[config.mk]
export PLATFORM = sky130hd
export DESIGN_NAME = lc3x_ctrl
export DESIGN_NICKNAME = d
export VERILOG_FILES = /design/src/lc3x_pkg.sv /design/src/lc3x_ctrl.sv
export SDC_FILE = /design/constraint.sdc
export NUM_CORES = 1
export LEC_CHECK = 0
export BUFFER_PORTS_ARGS = -buffer_cell sky130_fd_sc_hd__buf_4
export CAP_MARGIN = 20
export CORE_MARGIN = 1.5
export CORE_UTILIZATION = 30
export CTS_CLUSTER_SIZE = 8
export DETAILED_ROUTE_END_ITERATION = 12
export PLACE_DENSITY_LB_ADDON = 0.15
export SLEW_MARGIN = 0
export SYNTH_ARGS = -nofsm -noshare
export SYNTH_HDL_FRONTEND = slang
export SYNTH_SLANG_ARGS = --single-unit
export TNS_END_PERCENT = 50
[constraint.sdc]
create_clock -name clk -period 3.96 [get_ports clk]
set_input_delay 0.396 -clock clk [delete_from_list [all_inputs] [get_ports clk]]
set_output_delay 0.396 -clock clk [all_outputs]
set_load 0.1 [all_outputs]
[src/lc3x_pkg.sv]
// Shared types, codes and helpers for the LC-3 executor.
package lc3x_pkg;

	// Input item selector (tuser on the input side)
	localparam logic [1:0] MODE_LOAD    = 2'd0;
	localparam logic [1:0] MODE_STEP    = 2'd1;
	localparam logic [1:0] MODE_RESTART = 2'd2;

	// Result kinds (tuser on the output side)
	localparam logic [1:0] KIND_DONE    = 2'd0;
	localparam logic [1:0] KIND_DUMP    = 2'd1;
	localparam logic [1:0] KIND_ILLEGAL = 2'd2;
	localparam logic [1:0] KIND_HALTED  = 2'd3;

	// Opcodes
	localparam logic [3:0] OP_BR   = 4'd0;
	localparam logic [3:0] OP_ADD  = 4'd1;
	localparam logic [3:0] OP_LD   = 4'd2;
	localparam logic [3:0] OP_ST   = 4'd3;
	localparam logic [3:0] OP_JSR  = 4'd4;
	localparam logic [3:0] OP_AND  = 4'd5;
	localparam logic [3:0] OP_LDR  = 4'd6;
	localparam logic [3:0] OP_STR  = 4'd7;
	localparam logic [3:0] OP_RTI  = 4'd8;
	localparam logic [3:0] OP_NOT  = 4'd9;
	localparam logic [3:0] OP_LDI  = 4'd10;
	localparam logic [3:0] OP_STI  = 4'd11;
	localparam logic [3:0] OP_JMP  = 4'd12;
	localparam logic [3:0] OP_RES  = 4'd13;
	localparam logic [3:0] OP_LEA  = 4'd14;
	localparam logic [3:0] OP_TRAP = 4'd15;

	localparam logic [7:0]  HALT_VECTOR  = 8'd37;
	localparam logic [15:0] FILL_WORD    = 16'h7777;
	localparam logic [15:0] START_PC_RST = 16'h3000;
	localparam logic [2:0]  REG_LAST     = 3'd7;

	typedef enum logic [3:0] {
		ST_CLEAR,
		ST_IDLE,
		ST_FETCH,
		ST_DECODE,
		ST_EXEC,
		ST_MEM1,
		ST_MEM2,
		ST_RESP,
		ST_DUMP_RD,
		ST_DUMP_WR
	} lc3x_state_t;

	// Controller -> datapath
	typedef struct packed {
		logic       accept;
		logic       clr;
		logic       fetch;
		logic       decode;
		logic       exec;
		logic       mem1;
		logic       mem2;
		logic       resp;
		logic [1:0] resp_kind;
		logic       dump_rd;
		logic       dump_wr;
	} lc3x_cmd_t;

	// Datapath -> controller
	typedef struct packed {
		logic       clr_last;
		logic       halted;
		logic [3:0] opcode;
		logic       trap_halt;
		logic       out_free;
		logic       dump_last;
	} lc3x_sts_t;

	// n/z/p from a written value
	function automatic logic [2:0] cc_of(input logic [15:0] v);
		logic [2:0] cc;
		if (v[15]) begin
			cc = 3'b100;
		end else if (v == 16'd0) begin
			cc = 3'b010;
		end else begin
			cc = 3'b001;
		end
		return cc;
	endfunction

endpackage

[src/lc3x_ctrl.sv]
// Sequencing state machine of the LC-3 executor.
module lc3x_ctrl (
	input  logic                  clk,
	input  logic                  arst_n,
	input  logic                  in_valid,
	input  logic [1:0]            in_mode,
	output logic                  in_ready,
	input  lc3x_pkg::lc3x_sts_t   sts,
	output lc3x_pkg::lc3x_cmd_t   cmd
);
	import lc3x_pkg::*;

	lc3x_state_t state_q;
	lc3x_state_t state_nxt;
	logic [1:0]  kind_q;
	logic        illegal;

	assign illegal = (sts.opcode == OP_RTI) || (sts.opcode == OP_RES);

	always_ff @(posedge clk or negedge arst_n) begin
		if (!arst_n) begin
			state_q <= ST_CLEAR;
			kind_q  <= KIND_DONE;
		end else begin
			state_q <= state_nxt;
			if (state_q == ST_IDLE && in_valid && in_mode == MODE_STEP) begin
				kind_q <= KIND_HALTED;
			end else if (state_q == ST_EXEC) begin
				kind_q <= illegal ? KIND_ILLEGAL : KIND_DONE;
			end
		end
	end

	// next state
	always_comb begin
		state_nxt = state_q;
		unique case (state_q)
			ST_CLEAR: begin
				if (sts.clr_last) state_nxt = ST_IDLE;
			end
			ST_IDLE: begin
				if (in_valid && in_mode == MODE_STEP) begin
					state_nxt = sts.halted ? ST_RESP : ST_FETCH;
				end
			end
			ST_FETCH:  state_nxt = ST_DECODE;
			ST_DECODE: state_nxt = ST_EXEC;
			ST_EXEC: begin
				if (sts.opcode == OP_LD || sts.opcode == OP_LDR ||
				    sts.opcode == OP_LDI || sts.opcode == OP_STI) begin
					state_nxt = ST_MEM1;
				end else if (sts.opcode == OP_TRAP && sts.trap_halt) begin
					state_nxt = ST_DUMP_RD;
				end else begin
					state_nxt = ST_RESP;
				end
			end
			ST_MEM1: state_nxt = (sts.opcode == OP_LDI) ? ST_MEM2 : ST_RESP;
			ST_MEM2: state_nxt = ST_RESP;
			ST_RESP: begin
				if (sts.out_free) state_nxt = ST_IDLE;
			end
			ST_DUMP_RD: state_nxt = ST_DUMP_WR;
			ST_DUMP_WR: begin
				if (sts.out_free) state_nxt = sts.dump_last ? ST_IDLE : ST_DUMP_RD;
			end
			default: state_nxt = ST_IDLE;
		endcase
	end

	// outputs
	always_comb begin
		in_ready      = (state_q == ST_IDLE);
		cmd           = '0;
		cmd.accept    = (state_q == ST_IDLE) && in_valid;
		cmd.clr       = (state_q == ST_CLEAR);
		cmd.fetch     = (state_q == ST_FETCH);
		cmd.decode    = (state_q == ST_DECODE);
		cmd.exec      = (state_q == ST_EXEC);
		cmd.mem1      = (state_q == ST_MEM1);
		cmd.mem2      = (state_q == ST_MEM2);
		cmd.resp      = (state_q == ST_RESP) && sts.out_free;
		cmd.resp_kind = kind_q;
		cmd.dump_rd   = (state_q == ST_DUMP_RD);
		cmd.dump_wr   = (state_q == ST_DUMP_WR) && sts.out_free;
	end

	// a halted core never fetches
	a_no_fetch_halted: assert property (@(posedge clk) disable iff (!arst_n)
		(state_q == ST_FETCH) |-> !sts.halted)
		else $error("fetch while halted");

endmodule

### Yosys cells after proc, flatten, opt, wreduce, memory -nomap -nowiden

Cells that the tools add are included.

* logic and storage cells: 49
* bits in registers: 6

* equal/unequal tests: 21
* mux-type cells: 13
* reductions and logical operators: 13

Operator list (number)
* 4-bit case mux with 10 select lines: 1
* 4-bit == test, second input constant: 7
* 4-bit 2-to-1 mux: 7
* 4-bit by 3-bit == test with 1-bit output, second input constant: 5
* 4-bit by 2-bit == test with 1-bit output, second input constant: 3
* 1-bit logical AND: 6
* 2-bit 2-to-1 mux: 3
* 2-bit inequality test, second input constant: 3
* 4-bit by 1-bit == test with 1-bit output, second input constant: 1
* 4-bit zero test: 1
* 1-bit logical OR: 4
* 4-bit AND reduction: 1
* 3-bit 2-to-1 mux: 1
* 2-bit by 1-bit == test with 1-bit output, second input constant: 1
* 2-bit by 1-bit inequality test with 1-bit output, second input constant: 1
* 2-bit nonzero test: 1
* 1-bit 2-to-1 mux: 1

### Logic depth before layout (Yosys ltp)

* depth in word-level cells: 6
* depth in mapped cells: 5
* depth with buffers taken out: 5

### Worst setup path after synthesis

OpenSTA, ideal clock, no wires.

* path type: register to output
* from: reg state_q[1]
* to: out cmd[0] (netlist bit)
* slack: 0.789 ns
* cell stages (with the launch flop): 4
* arrival time: 2.775 ns
* cells stage by stage: dfrtp_1 > buf_2 > nand2b_1 > nor3_1

RTL lines
* from (decl): line lc3x_ctrl.sv:13 `lc3x_state_t state_q;`
* from (signal assigned): line lc3x_ctrl.sv:25 `state_q <= state_nxt;`
* to (decl): line lc3x_ctrl.sv:9 `output lc3x_pkg::lc3x_cmd_t cmd`

==> flow_summary.toml <==
[floorplan]
coreArea_um2 = 1750
rows = 15
fp.dieH_um = 46.1
io_pins = 27
start_util_pct = 32.0
die_w_um = 46.1
die_area_um2 = 2130

[placed_design]
io_buffers = 26
place_hpwl_mm = 1.16
gp_congestion = 0.774

[clock_network]
clk_pin_slew_ns = 0.05
clockBufferDepth = 2
cts_resized = 0
numClockSinks = 6
cts-buffers-inserted = 3
htree_levels = 1
cts_root_buf = "clkbuf_4"
clk_latency_ns = 0.24
postCtsSetupBuffers = 0
cts_tree = "done"

[sta]
fin_worst_skew_ns = 0.00324
tns_ns = 0
fin_crit_sh_pct = 56.5
hold_viol_final = 0
setup_viol = 0
min_period_ns = 2.24
rsz0062_at_grt = "false"
max_freq_mhz = 447
worst_pin_slew_ns = 0.474
slew_headroom_pct = 68.4
finalMaxSlewViolations = 0

[yosys]
yosysWarningCount = 0
ys_ff_latch = 6
syn-num-nets = 85
synthMuxAreaShare_pct = 1.79
synth_xor_area_share_pct = 1.57
yosysSeqAreaShare_pct = 26.9
avgSynthCellArea_um2 = 7.86
synth_top_cell_area_share_pct = 26.9
synthSimpleGateAreaFrac_pct = 41.0
synth_top_family_by_area = "simple AND/OR/NAND/NOR gates"
synth_fa_ha_area_share_pct = 0
yosys-top-cells-area = "dfrtp_1, nand2b_1, nor3_1"
synth_area_leader_cell = "dfrtp_1"
netlist_area_um2 = 558
yosys.cell_types.count = 33
synth_compound_area_share_pct = 22.0
synth_cells = 71

[route]
avgRoutedWirePerCell_um = 12.5
drtIter0Drc = 17
drt-vias-per-instance = 5.23
firstDrtPassIters = 4
ant_nets = 0
drc_errors = 0
via_count = 638
drt-total-wl_mm = 1.53

[worst_hold_path]
holdCritPathClass = "primary input to flop"
min_path_cells = 2
hp-start = "sts[8]"
whs_endpoint = "state_q[0]$_DFFE_PN0P_"

[setup_path]
r2r_start = "state_q[0]$_DFFE_PN0P_"
cpPeakStageDelay_ns = 0.51
worst_r2r_path_depth = 4
startpoint_type = "flop"
endpoint_kind = "output pin"
crit_required_ns = 3.56
crit_path_cell_trace = "nand2b_1 -> or3_1 -> clkinv_1 -> buf_4"
r2r-end = "state_q[0]$_DFFE_PN0P_"
arrival_ns = 1.84
r2r_slack_ns = 2.28
path_max_fanout = 12
critPathKind = "flop to output pin"
cp_slowest_cell = "dfrtp_1"

[finish]
areaGrowthSynthToFinish_pct = 41.7
nets = 113
num_antenna_cells = 0
drive_gt1_share_pct = 34.0

[grt]
grt_use_total_pct = 15.5
antenna_found_initial = 0
grt_pass1_vias = 554
grt_pass1_wl_mm = 2.37
grt_max_degree = 16
grt.overflow.total = 0

[flow_run]
cap_viol_max_count = 0

[status]
status = "complete, no violations"
## registers in the layout, summed over array words and instances (netlist names)
name	cells
kind_q	2
state_q	4
## critical path: cells and delay by family, from the launching register on
family        cells  cell delay [ns]
flops             1             0.51
simple gates      2             0.72
buf+inv           2             0.36
## Yosys cell counts
cell type	instances
o21ai_0	2
nand2b_1	5
o31ai_1	1
nand3_1	2
nor2_1	6
nor2b_1	2
o32ai_1	1
and3_1	1
and2_1	1
nor4_1	1
nand2_1	8
o311ai_0	1
a21o_1	2
nand3b_2	1
a21boi_0	1
o32a_1	1
buf_2	3
nand4b_1	1
mux2i_1	1
xnor2_1	1
nand3b_1	1
nand3_2	1
nand4b_4	1
nor3_1	6
o41ai_2	1
clkinv_1	1
buf_6	1
dfrtp_1	6
o21ai_1	2
inv_1	2
o2111ai_1	1
a21oi_1	4
or3_1	2
## layout by cell type (no fill, tap or decap), types with 2 or more instances in the layout
cell	n
o21ai_0	2
clkbuf_4	3
nand2_1	8
nor2b_1	2
nor2_1	6
inv_1	2
nor3_1	6
o21ai_1	2
buf_4	26
a21oi_1	4
dfrtp_1	6
a21o_1	2
nand2b_1	5
nand3_1	2
or3_1	2
## per-layer routing
metal  vias to the layer above  global-route usage (%)  share of wire [%]  routed length, µm
met5                         -                       0                  0                  0
met4                         0                    6.86               0.92                 14
met3                         2                    2.75                5.7                 87
met2                        28                    25.3                 49                749
met1                       294                    19.8                 44                675
li1                        314                       -                  -                  -
## stage by stage
step | cells | worst slack [ns] | hold WS (ns) | utilization (%) | cell area (µm²)
finish | 122 | 1.72 | 0.411 | 45.3 | 791
global placement | 118 | 2.06 | 0.203 | 43.4 | 758
floorplan | 71 | 0.789 | 0.100 | - | 558
detailed placement | 118 | 2.01 | 0.203 | 43.4 | 758
CTS | 122 | 1.74 | 0.401 | 45.3 | 791
global route | 122 | 1.65 | 0.402 | 45.3 | 791
## how the worst max path moves through the flow
stage	from	end	slack, ns	cells past startpoint
2_1_floorplan	state_q[1]$_DFFE_PN0P_	cmd[0]	0.79	3
3_3_place_gp	state_q[3]$_DFFE_PN0P_	cmd[7]	2.06	4
3_5_place_dp	state_q[3]$_DFFE_PN0P_	cmd[7]	2.01	4
4_1_cts	state_q[3]$_DFFE_PN0P_	cmd[7]	1.74	4
5_1_grt	state_q[3]$_DFFE_PN0P_	cmd[7]	1.65	4
6_report	state_q[3]$_DFFE_PN0P_	cmd[7]	1.72	4
## layout make-up
class	count	area [µm²]
well taps	25	31.3
fillers	191	955
multi-input cells	58	370
flip-flops and latches	6	150
inverters	3	11.3
repair buffers	27	205
clock buffers	3	22.5
## cell families after synthesis
group	Yosys count
flops	6
compound gates	17
simple gates	39
mux	1
buf+inv	7
xor+xnor	1
## timing repair
action / CTS / global route
hold buffers: 1 / 0
setup endpoints to repair: 0 / 0
endpoints found under the hold margin: 6 / 0
Power is left out: the tool's default activity adds up to more than one toggle a clock period on the data nets, which glitch-free logic cannot reach.
